### config.mk
export PLATFORM = sky130hd
export DESIGN_NAME = radial_bias_correction_flat
export DESIGN_NICKNAME = d
export VERILOG_FILES = /design/src/rbc_pkg.sv /design/src/rbc_ifs.sv /design/src/radial_bias_correction.sv /design/src/rbc_dist.sv /design/src/rbc_isqrt.sv /design/src/rbc_scale.sv /design/src/flat_wrapper.sv
export VERILOG_INCLUDE_DIRS = /design/src /design/src/src
export SDC_FILE = /design/constraint.sdc
export NUM_CORES = 2
export LEC_CHECK = 0
export ABC_AREA = 1
export BUFFER_PORTS_ARGS = -buffer_cell sky130_fd_sc_hd__buf_2
export CAP_MARGIN = 20
export CORE_AREA = 5 5 390 488
export CTS_BUF_LIST = sky130_fd_sc_hd__clkbuf_8
export CTS_CLUSTER_DIAMETER = 200
export DETAILED_ROUTE_END_ITERATION = 12
export DIE_AREA = 0 0 395 493
export PLACE_DENSITY = 0.7
export RECOVER_POWER = 25
export SYNTH_ARGS = -nofsm -noshare
export SYNTH_HDL_FRONTEND = slang
export SYNTH_SLANG_ARGS = --single-unit
export TNS_END_PERCENT = 20
### constraint.sdc
create_clock -name i_clk -period 92.6 [get_ports i_clk]
set_clock_uncertainty 0.2 [all_clocks]
set_input_delay 4.63 -clock i_clk [delete_from_list [all_inputs] [get_ports i_clk]]
set_output_delay 4.63 -clock i_clk [all_outputs]
set_load 0.005 [all_outputs]
### src/radial_bias_correction_macros.svh
// ----------------------------------------------------------------------------
// Radial bias correction assertion macros
// Concurrent assertion wrappers shared by the block's modules.
// ----------------------------------------------------------------------------
`ifndef RADIAL_BIAS_CORRECTION_MACROS_SVH
`define RADIAL_BIAS_CORRECTION_MACROS_SVH

`ifndef ASSERT_OFF
// Assertion that is switched off while reset is held.
`define RBC_ASSERT(lbl, clk, rst_n, prop, msg) \
    lbl: assert property (@(posedge clk) disable iff (!rst_n) prop) else $error(msg);
// Assertion that is checked during reset as well.
`define RBC_ASSERT_NR(lbl, clk, prop, msg) \
    lbl: assert property (@(posedge clk) prop) else $error(msg);
`else
`define RBC_ASSERT(lbl, clk, rst_n, prop, msg)
`define RBC_ASSERT_NR(lbl, clk, prop, msg)
`endif

`endif

### src/rbc_pkg.sv
// ----------------------------------------------------------------------------
// Radial bias correction package
// Widths, register codes and pipeline item types shared by the block.
// ----------------------------------------------------------------------------
package rbc_pkg;

    localparam int COORD_BITS     = 12;
    localparam int GAIN_FRAC_BITS = 12;
    localparam int PIX_W          = 8;
    localparam int GAIN_W         = 16;
    localparam int ROOT_FRAC      = 8;
    localparam int CFG_IDX_W      = 2;
    localparam int CFG_DATA_W     = 16;

    // Squared distance and the radicand of the radius with its fraction bits.
    localparam int SQ_W   = 2 * COORD_BITS;
    localparam int D2_W   = SQ_W + 1;
    localparam int X_W    = D2_W + 2 * ROOT_FRAC;
    localparam int ROOT_W = (X_W + 1) / 2;
    localparam int PAD_W  = 2 * ROOT_W;
    localparam int REM_W  = ROOT_W + 2;

    // Multiplier operand is the radius or the squared distance.
    localparam int OP_W   = (D2_W > ROOT_W) ? D2_W : ROOT_W;
    localparam int PROD_W = GAIN_W + OP_W + 1;

    localparam int SH_LIN = GAIN_FRAC_BITS + ROOT_FRAC;
    localparam int SH_PAR = GAIN_FRAC_BITS;
    localparam int SHL_W  = PIX_W + SH_LIN + 1;
    localparam int V_W    = ((PROD_W > SHL_W) ? PROD_W : SHL_W) + 1;

    localparam logic [PIX_W-1:0] PIX_MAX = PIX_W'(255);

    localparam logic signed [V_W-1:0] FULL_LIN = V_W'(255) << SH_LIN;
    localparam logic signed [V_W-1:0] FULL_PAR = V_W'(255) << SH_PAR;
    localparam logic signed [V_W-1:0] HALF_LIN = V_W'(1) << (SH_LIN - 1);
    localparam logic signed [V_W-1:0] HALF_PAR = V_W'(1) << (SH_PAR - 1);

    localparam logic [D2_W-1:0] D2_MAX =
        D2_W'(2) * D2_W'((2 ** COORD_BITS) - 1) * D2_W'((2 ** COORD_BITS) - 1);

    typedef enum logic [CFG_IDX_W-1:0] {
        REG_GAIN = 2'd0,
        REG_MODE = 2'd1,
        REG_CCOL = 2'd2,
        REG_CROW = 2'd3
    } t_reg_idx;

    typedef enum logic {
        MODE_LINEAR    = 1'b0,
        MODE_PARABOLIC = 1'b1
    } t_mode;

    typedef struct packed {
        logic [PIX_W-1:0] pix;
        logic [D2_W-1:0]  d2;
    } t_dist_item;

    typedef struct packed {
        logic [PIX_W-1:0]  pix;
        logic [D2_W-1:0]   d2;
        logic [ROOT_W-1:0] root;
    } t_root_item;

endpackage

### src/rbc_ifs.sv
// ----------------------------------------------------------------------------
// Radial bias correction channel interfaces
// Pixel input, corrected pixel output and register write channels.
// ----------------------------------------------------------------------------
interface rbc_pix_if;
    logic                              valid;
    logic                              ready;
    logic [rbc_pkg::PIX_W-1:0]         pixel_in;
    logic [rbc_pkg::COORD_BITS-1:0]    col;
    logic [rbc_pkg::COORD_BITS-1:0]    row;

    modport source (output valid, output pixel_in, output col, output row, input ready);
    modport sink   (input valid, input pixel_in, input col, input row, output ready);
endinterface

interface rbc_res_if;
    logic                      valid;
    logic                      ready;
    logic [rbc_pkg::PIX_W-1:0] pixel_out;
    logic                      clipped;

    modport source (output valid, output pixel_out, output clipped, input ready);
    modport sink   (input valid, input pixel_out, input clipped, output ready);
endinterface

interface rbc_cfg_if;
    logic                           valid;
    logic                           ready;
    logic [rbc_pkg::CFG_IDX_W-1:0]  index;
    logic [rbc_pkg::CFG_DATA_W-1:0] data;

    modport source (output valid, output index, output data, input ready);
    modport sink   (input valid, input index, input data, output ready);
endinterface

### src/radial_bias_correction.sv
// ----------------------------------------------------------------------------
// Radial bias correction
// Subtracts a radial bias, linear or parabolic in the distance from a centre.
// ----------------------------------------------------------------------------
// Usage: pixels enter on i_pix with their column and row; each transfer yields
// exactly one corrected pixel with a clip flag on o_res, in order.
// Registers are written on i_cfg (gain, mode, centre column, centre row) and
// are to be changed only while no pixel is in flight; i_cfg.ready is always
// high.
// Pipeline: 6 + COORD_BITS + 9 register stages, 27 with 12-bit coordinates;
// three stages form the squared distance, one per radius bit forms the square
// root, three scale, round and saturate.
// Throughput: one pixel per clock. The pipeline moves as a whole; it stops
// only while o_res holds a pixel that is not taken, and then i_pix.ready is
// low, so a stalled receiver loses and repeats nothing.
// Reset: synchronous, active low; it empties the pipeline and sets all
// registers to zero (linear mode, zero gain, centre at the origin).
// ----------------------------------------------------------------------------
`include "radial_bias_correction_macros.svh"

module radial_bias_correction (
    input  logic  i_clk,
    input  logic  i_rst_n,
    rbc_pix_if.sink   i_pix,
    rbc_res_if.source o_res,
    rbc_cfg_if.sink   i_cfg
);

    logic signed [rbc_pkg::GAIN_W-1:0]   r_gain;
    rbc_pkg::t_mode                      r_mode;
    logic [rbc_pkg::COORD_BITS-1:0]      r_ccol;
    logic [rbc_pkg::COORD_BITS-1:0]      r_crow;

    logic                 w_en;
    logic                 w_dist_vld;
    rbc_pkg::t_dist_item  w_dist_item;
    logic                 w_root_vld;
    rbc_pkg::t_root_item  w_root_item;
    logic                 w_out_vld;

    assign i_cfg.ready = 1'b1;

    always_ff @(posedge i_clk) begin
        if (!i_rst_n) begin
            r_gain <= '0;
            r_mode <= rbc_pkg::MODE_LINEAR;
            r_ccol <= '0;
            r_crow <= '0;
        end else if (i_cfg.valid) begin
            case (rbc_pkg::t_reg_idx'(i_cfg.index))
                rbc_pkg::REG_GAIN: begin
                    r_gain <= signed'(i_cfg.data[rbc_pkg::GAIN_W-1:0]);
                end
                rbc_pkg::REG_MODE: begin
                    r_mode <= rbc_pkg::t_mode'(i_cfg.data[0]);
                end
                rbc_pkg::REG_CCOL: begin
                    r_ccol <= i_cfg.data[rbc_pkg::COORD_BITS-1:0];
                end
                rbc_pkg::REG_CROW: begin
                    r_crow <= i_cfg.data[rbc_pkg::COORD_BITS-1:0];
                end
                default: begin
                end
            endcase
        end
    end

    // Every stage advances unless the output register holds a pixel not yet taken.
    assign w_en        = !w_out_vld || o_res.ready;
    assign i_pix.ready = w_en;
    assign o_res.valid = w_out_vld;

    rbc_dist u_dist (
        .i_clk   (i_clk),
        .i_rst_n (i_rst_n),
        .i_en    (w_en),
        .i_vld   (i_pix.valid),
        .i_pix   (i_pix.pixel_in),
        .i_col   (i_pix.col),
        .i_row   (i_pix.row),
        .i_ccol  (r_ccol),
        .i_crow  (r_crow),
        .o_vld   (w_dist_vld),
        .o_item  (w_dist_item)
    );

    rbc_isqrt u_isqrt (
        .i_clk   (i_clk),
        .i_rst_n (i_rst_n),
        .i_en    (w_en),
        .i_vld   (w_dist_vld),
        .i_item  (w_dist_item),
        .o_vld   (w_root_vld),
        .o_item  (w_root_item)
    );

    rbc_scale u_scale (
        .i_clk   (i_clk),
        .i_rst_n (i_rst_n),
        .i_en    (w_en),
        .i_vld   (w_root_vld),
        .i_item  (w_root_item),
        .i_gain  (r_gain),
        .i_mode  (r_mode),
        .o_vld   (w_out_vld),
        .o_pixel (o_res.pixel_out),
        .o_clip  (o_res.clipped)
    );

    `RBC_ASSERT(a_stall_blocks_input, i_clk, i_rst_n, (o_res.valid && !o_res.ready) |-> !i_pix.ready, "input taken while the output is stalled")
    `RBC_ASSERT_NR(a_reset_empties, i_clk, !i_rst_n |=> !o_res.valid, "output valid right after reset")

endmodule

### src/rbc_dist.sv
// ----------------------------------------------------------------------------
// Radial bias correction distance stages
// Three register stages: absolute offsets, squares, squared distance.
// ----------------------------------------------------------------------------
`include "radial_bias_correction_macros.svh"

module rbc_dist (
    input  logic                           i_clk,
    input  logic                           i_rst_n,
    input  logic                           i_en,
    input  logic                           i_vld,
    input  logic [rbc_pkg::PIX_W-1:0]      i_pix,
    input  logic [rbc_pkg::COORD_BITS-1:0] i_col,
    input  logic [rbc_pkg::COORD_BITS-1:0] i_row,
    input  logic [rbc_pkg::COORD_BITS-1:0] i_ccol,
    input  logic [rbc_pkg::COORD_BITS-1:0] i_crow,
    output logic                           o_vld,
    output rbc_pkg::t_dist_item            o_item
);

    logic [2:0]                       r_vld;
    logic [rbc_pkg::PIX_W-1:0]        r_pix1;
    logic [rbc_pkg::PIX_W-1:0]        r_pix2;
    logic [rbc_pkg::COORD_BITS-1:0]   r_dx;
    logic [rbc_pkg::COORD_BITS-1:0]   r_dy;
    logic [rbc_pkg::SQ_W-1:0]         r_sqx;
    logic [rbc_pkg::SQ_W-1:0]         r_sqy;
    rbc_pkg::t_dist_item              r_item;

    logic [rbc_pkg::COORD_BITS-1:0]   n_dx;
    logic [rbc_pkg::COORD_BITS-1:0]   n_dy;
    logic [rbc_pkg::SQ_W-1:0]         n_sqx;
    logic [rbc_pkg::SQ_W-1:0]         n_sqy;
    logic [rbc_pkg::D2_W-1:0]         n_d2;

    assign n_dx  = (i_col >= i_ccol) ? (i_col - i_ccol) : (i_ccol - i_col);
    assign n_dy  = (i_row >= i_crow) ? (i_row - i_crow) : (i_crow - i_row);
    assign n_sqx = rbc_pkg::SQ_W'(r_dx) * rbc_pkg::SQ_W'(r_dx);
    assign n_sqy = rbc_pkg::SQ_W'(r_dy) * rbc_pkg::SQ_W'(r_dy);
    assign n_d2  = rbc_pkg::D2_W'(r_sqx) + rbc_pkg::D2_W'(r_sqy);

    always_ff @(posedge i_clk) begin
        if (!i_rst_n) begin
            r_vld <= '0;
        end else if (i_en) begin
            r_vld <= {r_vld[1:0], i_vld};
        end
    end

    always_ff @(posedge i_clk) begin
        if (i_en) begin
            r_pix1      <= i_pix;
            r_dx        <= n_dx;
            r_dy        <= n_dy;
            r_pix2      <= r_pix1;
            r_sqx       <= n_sqx;
            r_sqy       <= n_sqy;
            r_item.pix  <= r_pix2;
            r_item.d2   <= n_d2;
        end
    end

    assign o_vld  = r_vld[2];
    assign o_item = r_item;

    `RBC_ASSERT(a_d2_range, i_clk, i_rst_n, o_vld |-> (o_item.d2 <= rbc_pkg::D2_MAX), "squared distance out of range")

endmodule

### src/rbc_isqrt.sv
// ----------------------------------------------------------------------------
// Radial bias correction square root pipeline
// One radius bit per register stage, restoring digit-by-digit method.
// ----------------------------------------------------------------------------
`include "radial_bias_correction_macros.svh"

module rbc_isqrt (
    input  logic                i_clk,
    input  logic                i_rst_n,
    input  logic                i_en,
    input  logic                i_vld,
    input  rbc_pkg::t_dist_item i_item,
    output logic                o_vld,
    output rbc_pkg::t_root_item o_item
);

    localparam int ROOT_W = rbc_pkg::ROOT_W;
    localparam int REM_W  = rbc_pkg::REM_W;
    localparam int PAD_W  = rbc_pkg::PAD_W;
    localparam int CHK_W  = PAD_W + 2;

    logic                r_vld  [ROOT_W];
    rbc_pkg::t_dist_item r_item [ROOT_W];
    logic [ROOT_W-1:0]   r_q    [ROOT_W];
    logic [REM_W-1:0]    r_rem  [ROOT_W];

    for (genvar s = 0; s < ROOT_W; s++) begin : g_stage
        logic                w_vld_in;
        rbc_pkg::t_dist_item w_item_in;
        logic [ROOT_W-1:0]   w_q_in;
        logic [REM_W-1:0]    w_rem_in;
        logic [PAD_W-1:0]    w_pad;
        logic [1:0]          w_pair;
        logic [REM_W+1:0]    w_rn;
        logic [REM_W+1:0]    w_trial;
        logic                w_ge;
        logic [ROOT_W-1:0]   n_q;
        logic [REM_W-1:0]    n_rem;

        if (s == 0) begin : g_first
            assign w_vld_in  = i_vld;
            assign w_item_in = i_item;
            assign w_q_in    = '0;
            assign w_rem_in  = '0;
        end else begin : g_next
            assign w_vld_in  = r_vld[s-1];
            assign w_item_in = r_item[s-1];
            assign w_q_in    = r_q[s-1];
            assign w_rem_in  = r_rem[s-1];
        end

        // The radicand is the squared distance with the fraction bits appended.
        assign w_pad   = PAD_W'({w_item_in.d2, {(2 * rbc_pkg::ROOT_FRAC){1'b0}}});
        assign w_pair  = w_pad[2 * (ROOT_W - 1 - s) +: 2];
        assign w_rn    = {w_rem_in, w_pair};
        assign w_trial = (REM_W + 2)'({w_q_in, 2'b01});
        assign w_ge    = (w_rn >= w_trial);
        assign n_q     = {w_q_in[ROOT_W-2:0], w_ge};
        assign n_rem   = w_ge ? REM_W'(w_rn - w_trial) : REM_W'(w_rn);

        always_ff @(posedge i_clk) begin
            if (!i_rst_n) begin
                r_vld[s] <= 1'b0;
            end else if (i_en) begin
                r_vld[s] <= w_vld_in;
            end
        end

        always_ff @(posedge i_clk) begin
            if (i_en) begin
                r_item[s] <= w_item_in;
                r_q[s]    <= n_q;
                r_rem[s]  <= n_rem;
            end
        end
    end

    assign o_vld       = r_vld[ROOT_W-1];
    assign o_item.pix  = r_item[ROOT_W-1].pix;
    assign o_item.d2   = r_item[ROOT_W-1].d2;
    assign o_item.root = r_q[ROOT_W-1];

    // Bounds of the finished root, used only for checking.
    logic [CHK_W-1:0] w_chk_x;
    logic [CHK_W-1:0] w_chk_q1;
    logic [CHK_W-1:0] w_chk_lo;
    logic [CHK_W-1:0] w_chk_hi;

    assign w_chk_x  = CHK_W'({o_item.d2, {(2 * rbc_pkg::ROOT_FRAC){1'b0}}});
    assign w_chk_q1 = CHK_W'(o_item.root) + CHK_W'(1);
    assign w_chk_lo = CHK_W'(o_item.root) * CHK_W'(o_item.root);
    assign w_chk_hi = w_chk_q1 * w_chk_q1;

    `RBC_ASSERT(a_root_floor, i_clk, i_rst_n, o_vld |-> (w_chk_lo <= w_chk_x && w_chk_hi > w_chk_x), "radius is not the floor of the square root")

endmodule

### src/rbc_scale.sv
// ----------------------------------------------------------------------------
// Radial bias correction scaling stages
// Gain multiply, bias subtract, then round and saturate into the output register.
// ----------------------------------------------------------------------------
`include "radial_bias_correction_macros.svh"

module rbc_scale (
    input  logic                               i_clk,
    input  logic                               i_rst_n,
    input  logic                               i_en,
    input  logic                               i_vld,
    input  rbc_pkg::t_root_item                i_item,
    input  logic signed [rbc_pkg::GAIN_W-1:0]  i_gain,
    input  rbc_pkg::t_mode                     i_mode,
    output logic                               o_vld,
    output logic [rbc_pkg::PIX_W-1:0]          o_pixel,
    output logic                               o_clip
);

    localparam int PROD_W = rbc_pkg::PROD_W;
    localparam int V_W    = rbc_pkg::V_W;
    localparam int PIX_W  = rbc_pkg::PIX_W;

    logic [2:0]                r_vld;
    logic [PIX_W-1:0]          r_pix_a;
    logic signed [PROD_W-1:0]  r_prod;
    logic signed [V_W-1:0]     r_v;
    logic [PIX_W-1:0]          r_pix_out;
    logic                      r_clip;

    logic [rbc_pkg::OP_W-1:0]  n_op;
    logic signed [PROD_W-1:0]  w_gain_x;
    logic signed [PROD_W-1:0]  w_op_x;
    logic signed [PROD_W-1:0]  n_prod;
    logic signed [V_W-1:0]     w_pix_sh;
    logic signed [V_W-1:0]     n_v;
    logic signed [V_W-1:0]     w_full;
    logic signed [V_W-1:0]     w_half;
    logic signed [V_W-1:0]     w_rnd;
    logic [PIX_W-1:0]          w_rnd_pix;
    logic                      w_neg;
    logic                      w_over;
    logic [PIX_W-1:0]          n_pix_out;
    logic                      n_clip;
    logic                      w_lin;

    assign w_lin = (i_mode == rbc_pkg::MODE_LINEAR);

    // Stage A: gain times radius or squared distance.
    assign n_op     = w_lin ? rbc_pkg::OP_W'(i_item.root) : rbc_pkg::OP_W'(i_item.d2);
    assign w_gain_x = PROD_W'(i_gain);
    assign w_op_x   = signed'(PROD_W'(n_op));
    assign n_prod   = w_gain_x * w_op_x;

    // Stage B: the pixel at the product's scale minus the bias.
    assign w_pix_sh = w_lin ? (V_W'(r_pix_a) << rbc_pkg::SH_LIN)
                            : (V_W'(r_pix_a) << rbc_pkg::SH_PAR);
    assign n_v      = w_pix_sh - V_W'(r_prod);

    // Stage C: round half up and saturate.
    assign w_full    = w_lin ? rbc_pkg::FULL_LIN : rbc_pkg::FULL_PAR;
    assign w_half    = w_lin ? rbc_pkg::HALF_LIN : rbc_pkg::HALF_PAR;
    assign w_rnd     = r_v + w_half;
    assign w_rnd_pix = w_lin ? w_rnd[rbc_pkg::SH_LIN +: PIX_W]
                             : w_rnd[rbc_pkg::SH_PAR +: PIX_W];
    assign w_neg     = r_v[V_W-1];
    assign w_over    = (r_v > w_full);

    always_comb begin
        n_pix_out = w_rnd_pix;
        n_clip    = 1'b0;
        if (w_neg) begin
            n_pix_out = '0;
            n_clip    = 1'b1;
        end else if (w_over) begin
            n_pix_out = rbc_pkg::PIX_MAX;
            n_clip    = 1'b1;
        end
    end

    always_ff @(posedge i_clk) begin
        if (!i_rst_n) begin
            r_vld <= '0;
        end else if (i_en) begin
            r_vld <= {r_vld[1:0], i_vld};
        end
    end

    always_ff @(posedge i_clk) begin
        if (i_en) begin
            r_pix_a   <= i_item.pix;
            r_prod    <= n_prod;
            r_v       <= n_v;
            r_pix_out <= n_pix_out;
            r_clip    <= n_clip;
        end
    end

    assign o_vld   = r_vld[2];
    assign o_pixel = r_pix_out;
    assign o_clip  = r_clip;

    `RBC_ASSERT(a_clip_level, i_clk, i_rst_n, (o_vld && o_clip) |-> (o_pixel == '0 || o_pixel == rbc_pkg::PIX_MAX), "clipped pixel is not at a rail")

endmodule
### src/flat_wrapper.sv
// flat-port wrapper written by rule: the top's interface ports become plain ports
module radial_bias_correction_flat 
  (i_clk, i_rst_n, i_pix_valid, i_pix_pixel_in, i_pix_col, i_pix_row, i_pix_ready, o_res_valid, o_res_pixel_out, o_res_clipped, o_res_ready, i_cfg_valid, i_cfg_index, i_cfg_data, i_cfg_ready);
  rbc_pix_if i_pix_i ();
  rbc_res_if o_res_i ();
  rbc_cfg_if i_cfg_i ();
  input  logic i_clk;
  input  logic i_rst_n;
  input wire logic [$bits(i_pix_i.valid)-1:0] i_pix_valid;
  input wire logic [$bits(i_pix_i.pixel_in)-1:0] i_pix_pixel_in;
  input wire logic [$bits(i_pix_i.col)-1:0] i_pix_col;
  input wire logic [$bits(i_pix_i.row)-1:0] i_pix_row;
  output wire logic [$bits(i_pix_i.ready)-1:0] i_pix_ready;
  output wire logic [$bits(o_res_i.valid)-1:0] o_res_valid;
  output wire logic [$bits(o_res_i.pixel_out)-1:0] o_res_pixel_out;
  output wire logic [$bits(o_res_i.clipped)-1:0] o_res_clipped;
  input wire logic [$bits(o_res_i.ready)-1:0] o_res_ready;
  input wire logic [$bits(i_cfg_i.valid)-1:0] i_cfg_valid;
  input wire logic [$bits(i_cfg_i.index)-1:0] i_cfg_index;
  input wire logic [$bits(i_cfg_i.data)-1:0] i_cfg_data;
  output wire logic [$bits(i_cfg_i.ready)-1:0] i_cfg_ready;
  assign i_pix_i.valid = i_pix_valid;
  assign i_pix_i.pixel_in = i_pix_pixel_in;
  assign i_pix_i.col = i_pix_col;
  assign i_pix_i.row = i_pix_row;
  assign i_pix_ready = i_pix_i.ready;
  assign o_res_valid = o_res_i.valid;
  assign o_res_pixel_out = o_res_i.pixel_out;
  assign o_res_clipped = o_res_i.clipped;
  assign o_res_i.ready = o_res_ready;
  assign i_cfg_i.valid = i_cfg_valid;
  assign i_cfg_i.index = i_cfg_index;
  assign i_cfg_i.data = i_cfg_data;
  assign i_cfg_ready = i_cfg_i.ready;
  radial_bias_correction u_core (.i_clk(i_clk), .i_rst_n(i_rst_n), .i_pix(i_pix_i), .o_res(o_res_i), .i_cfg(i_cfg_i));
endmodule
== Word-level counts from Yosys, hierarchy flattened ==
Memories as Yosys holds them, arrays and structs flattened. A register that Yosys moved wholly into a read port is not among the register bits.
Index checks and enable logic that the tools add are counted.
Widths: inputs -> output; s select.

* Register bits: 270
* Bits in writable memories: 1638
* Input port bits: 55
* Output and inout port bits: 12
* Memories kept: 4

* Add/sub/neg operators: 28
* $mul: 3
* Magnitude comparators: 24
* Eq/ne operators: 3
* Muxes and demuxes: 56
* Bitwise operators: 21
* Reduce and logical (&&, ||, !) cells: 8

{| class="wikitable"
|+ Memory list
! memory !! words !! bits a word !! rd ports !! clocked after memory_dff !! write ports !! RTL line !! RTL
|-
| u_core.u_isqrt.r_item || 21 || 33 || 21 || 0 || 21 || rbc_isqrt.sv:23 || <nowiki>rbc_pkg::t_dist_item r_item [ROOT_W];</nowiki>
|-
| u_core.u_isqrt.r_rem || 21 || 23 || 20 || 0 || 21 || rbc_isqrt.sv:25 || <nowiki>logic [REM_W-1:0] r_rem [ROOT_W];</nowiki>
|-
| u_core.u_isqrt.r_q || 21 || 21 || 21 || 0 || 21 || rbc_isqrt.sv:24 || <nowiki>logic [ROOT_W-1:0] r_q [ROOT_W];</nowiki>
|-
| u_core.u_isqrt.r_vld || 21 || 1 || 21 || 1 || 21 || rbc_isqrt.sv:22 || <nowiki>logic r_vld [ROOT_W];</nowiki>
|}

{| class="wikitable"
|+ Operators with widths
! cell !! number
|-
| $ge 25x23->1 || 20
|-
| $mux 23 || 21
|-
| $sub 23x23->23 || 20
|-
| $mux 28 || 2
|-
| $mul 12x12->24 || 2
|-
| $sub 12x12->12 || 4
|-
| $gt 43x29->1 || 1
|-
| $sub 29x42->43 || 1
|-
| $mul 16x26->42 || 1
|-
| $add 28x21->28 || 1
|-
| $mux 1 || 27
|-
| $add 24x24->25 || 1
|-
| $mux 25 || 1
|-
| $ge 12x12->1 || 2
|-
| $mux 12 || 2
|-
| $or 1x1->1 || 21
|-
| $mux 20 || 1
|-
| $mux 8 || 2
|-
| $reduce_and 2->1 || 4
|-
| $eq 2x2->1 const B || 2
|-
| $eq 2x1->1 const B || 1
|-
| $logic_not 1->1 || 2
|-
| $logic_not 2->1 || 1
|-
| $sub 1x1->2 const B || 1
|-
| other kinds (2) || 2
|}

== Logic depth before layout (Yosys ltp) ==
* Word-level depth: 6
* Mapped depth: 30
* Depth with buffers taken out: 29

== By module ==
Synthesis repeated with hierarchy kept, for this count alone.

* Cells, all modules: 11773
* Area, all modules: 104691.7 um^2

{| class="wikitable"
|+ Modules (own cells, without submodules)
! module !! times used !! cells an instance !! area an instance (um^2) !! seq. area each (um^2)
|-
| rbc_isqrt || 1 || 6556 || 65266.3 || 40348.7
|-
| rbc_scale || 1 || 2753 || 20940.1 || 3123.0
|-
| rbc_dist || 1 || 2192 || 16666.0 || 3633.5
|-
| radial_bias_correction || 1 || 272 || 1819.2 || 820.8
|}

== Least setup slack after synthesis ==
Ideal clock, no wire load.

* Path type: input -> output
* Start point: input o_res_ready
* End point: output i_pix_ready
* Arrival: 34.392 ns
* Data required time: 87.770 ns
* Path slack: 53.378 ns
* Cell stages on the path: 2
* Buffers on the path: 0
* Cells stage by stage: nor2_1 -> inv_1

* Word-level cells in the longest chain between the ends: 1

{| class="wikitable"
|+ Ends and longest elaborated chain
! element !! RTL line !! RTL
|-
| start: declaration || flat_wrapper.sv:17 || <nowiki>input wire logic [$bits(o_res_i.ready)-1:0] o_res_ready;</nowiki>
|-
| $logic_or 1x1->1 || radial_bias_correction.sv:70 || <nowiki>assign w_en = !w_out_vld || o_res.ready;</nowiki>
|-
| end: declaration || flat_wrapper.sv:13 || <nowiki>output wire logic [$bits(i_pix_i.ready)-1:0] i_pix_ready;</nowiki>
|}

Every way passes these cells.

== Final worst setup path ==
Same ends and word-level chain as after synthesis.

==> impl_metrics.csv <==
group,metric,value,unit
layout,fin_nets,12100,
critical_path,end_kind,"primary output",
clock_tree,cts_tree,"yes",
timing,maxSlewHeadroom,0.319,
layout,multi_input_area,45000,µm²
timing,finalCritPeriodShare,0.113,
timing,hold_viol,0,
timing,setup_ws,82.10,ns
synthesis,ys_top_cells_by_area,"edfxtp_1, nand2_1, fa_1",
critical_path,critPathArrivalTime,5.67,ns
route,ant_nets,0,
floorplan,dieArea,195000,µm²
clock_tree,cts_max_level,4,
route,detail_route.wl_per_cell,19.0,µm
clock_tree,cts_setup_buffers,0,
route,drt-vias-per-instance,5.34,
synthesis,ys_seq_area_frac,0.474,
synthesis,synth_nets,11900,
clock_tree,cts_hold_buffers,0,
synthesis,yosysWarnings,0,
grt,grt_pass1_vias,73600,
grt,use_met3,0.0385,
synthesis,netlist-cell-type-count,59,
timing,tns,0,ns
layout,syn_to_final_growth,8.12,%
critical_path,critPathRequiredTime,87.77,ns
timing,timing.fmax,95.2,MHz
clock_tree,clk_latency,1.01,ns
clock_tree,cts.repair.resized,0,
floorplan,chipWidth,395,µm
synthesis,avgSynthCellArea,9.38,µm²
timing,finalSetupViolCount,0,
route,dr.first_iter.drc_count,4705,
run_status,status,"completed",
grt,antenna_found_initial,19,
grt,grtUsageMet2,0.485,
grt,grt-busiest-layer,"met2",
synthesis,synth.top_cell.area_share,0.465,
placement,pre_cts_slack,82.09,ns
clock_tree,clock_path_buffers,3,
synthesis,synth_area,101000,µm²
critical_path,crit_path_start_kind,"input port",
clock_tree,path_clk_slew,0.06,ns
synthesis,synthArstFlopShare,0,
floorplan,rows,177,
grt,grt_start_max_net_pins,197,
grt,grtUsageMet1,0.293,
placement,gp_congestion,0.978,
power_and_ir_drop,powerDensity,37.5,nW/µm²
hold_path,hold_path.class,"reg2reg",
timing,rsz0062_at_grt,"no",
timing,final.min_clock_period,10.50,ns
route,drcViolationCount,0,
power_and_ir_drop,irDropWorstVdd,0.0000472,V
floorplan,floorplan.initialDensity,0.545,
floorplan,core_area,185000,µm²
synthesis,yosysTopAreaCell,"edfxtp_1",
layout,filler_cell_count,16200,
clock_tree,cts.sinks,1611,
grt,grt.total_usage,0.265,
layout,seqCellArea,47900,µm²
floorplan,dieHeight,493,µm
synthesis,synth_ff_type,"edfxtp_1",
synthesis,synth-seq-cells,1611,
clock_tree,numCtsBuffers,240,
route,dr.pass1.iters,7,
clock_tree,ctsRootBufferMaster,"clkbuf_8",
synthesis,syn_inst,10800,
placement,port_buffers,65,
timing,worst_pin_slew,1.02,ns
grt,grt_pass1_wl,401000,µm
floorplan,num_io_pins,67,
placement,hpwlAfterDp,205000,µm
grt,overflow,0,
layout,layout-drive-gt1-share,0.0559,
route,dr_total_vias,72600,
critical_path,crit_type,"in2out",
route,routed_wl,259000,µm
timing,drv_slew,0,
synthesis,synth-edff-count,1563,
run,maxCapViolCount,0,
power_and_ir_drop,p_leak,51.6,nW
critical_path,cp_max_fo,52,
[cell families after synthesis]
kind of cell | after synthesis | share of synthesized area
buf+inv | 2101 | 0.0806
compound gates | 1039 | 0.0562
flops | 1611 | 0.474
other cells | 2 | 0.0000744
mux | 1 | 0.000111
simple gates | 4612 | 0.191
fa+ha+maj | 1083 | 0.170
xor+xnor | 319 | 0.0277
[synthesized netlist by cell type (4+ instances only)]
cell type and n:
o211ai_1 7, o21ai_2 36, ha_1 595, nor2_4 4, nand3_2 13, xor2_1 197, a21o_1 24, o21ai_1 57
a21oi_2 11, or2_2 52, or2_0 5, edfxtp_1 1563, buf_4 8, buf_2 30, fa_1 488, xnor2_1 122
inv_1 1912, nor2_2 13, nor4_1 15, inv_4 4, inv_2 14, o21bai_1 42, dfxtp_1 48, buf_6 21
clkbuf_2 4, and3_1 5, nand4_1 148, nand3b_1 77, nand3_1 528, clkbuf_1 88, o21a_1 12, nor3b_1 6
a21oi_1 506, nand2_1 2622, a21boi_0 23, nor3_1 88, clkinv_1 15, and2_1 14, nand2_2 14, or2_1 4
o21ai_0 309, nor2_1 993
[cell type report]
type,count,area share
multi-input combinational,7056,0.412
sequential,1611,0.439
tap,2416,0.0277
antenna,13,0.000298
clock buffer,259,0.0326
inverter,1946,0.0671
timing repair buffer,111,0.00674
clock inverter,189,0.0153
[where the power goes]
part / switching, mW / total (mW) / internal (mW)
combinational: 1.38 / 2.12 / 0.741
sequential: 0.173 / 1.36 / 1.19
clock: 0.283 / 0.609 / 0.326
total: 1.84 / 4.09 / 2.26
[worst max-delay path, cell delays in order]
cell and delay, ns:
buf_2 0.09, nor2_1 0.36, inv_8 0.25, buf_2 0.26
[stage by stage]
step,power [mW],hold slack [ns],instance area (µm²),cells,utilization
after floorplan,2.81,0.200,101000,10800,-
after global placement,3.45,0.201,104000,13100,0.561
after detailed placement,3.48,0.205,104000,13100,0.561
after global routing,4.45,0.183,109000,13600,0.590
after CTS,4.11,0.164,109000,13600,0.589
final,4.09,0.165,109000,13600,0.590
[final timing paths]
check                                                   start                     endpoint  slack, ns  cells past startpoint
worst max-delay path                              o_res_ready                  i_pix_ready      82.10                      4
worst min-delay path            u_core.u_isqrt.r_item[4][100]  u_core.u_isqrt.r_item[5][1]       0.17                      0
worst max register to register                  u_core.r_mode    u_core.u_scale.r_prod[40]      83.95                     25
worst min register to register  u_core.u_isqrt.r_item[4][100]  u_core.u_isqrt.r_item[5][1]       0.17                      0
[per-layer routing]
| layer | vias up | part of all wire |
|---|---|---|
| li1 | 35300 | - |
| met1 | 34300 | 0.36 |
| met2 | 2216 | 0.51 |
| met3 | 777 | 0.054 |
| met4 | 2 | 0.069 |
| met5 | - | 0.000050 |
[cell usage in the layout (no fill, tap or decap), types with 122 or more instances in the layout]
| cell | instances |
|---|---|
| edfxtp_1 | 1563 |
| nor2_1 | 993 |
| nand2_1 | 2622 |
| ha_1 | 595 |
| fa_1 | 488 |
| xnor2_1 | 122 |
| inv_1 | 1973 |
| a21oi_1 | 506 |
| o21ai_0 | 308 |
| clkbuf_8 | 259 |
| nand4_1 | 148 |
| nand3_1 | 528 |
| xor2_1 | 197 |
[registers in the layout (all words and copies together) (netlist names), 12 cells and up]
| signal | flops |
|---|---|
| u_core.r_ccol | 12 |
| u_core.r_crow | 12 |
| u_core.r_gain | 16 |
| u_core.u_dist.o_item | 33 |
| u_core.u_dist.r_dx | 12 |
| u_core.u_dist.r_dy | 12 |
| u_core.u_dist.r_sqx | 23 |
| u_core.u_dist.r_sqy | 23 |
| u_core.u_isqrt.r_item | 693 |
| u_core.u_isqrt.r_q | 203 |
| u_core.u_isqrt.r_rem | 426 |
| u_core.u_isqrt.r_vld | 21 |
| u_core.u_scale.r_prod | 42 |
| u_core.u_scale.r_v | 43 |
No activity file was read; power rests on OpenSTA's default activity.
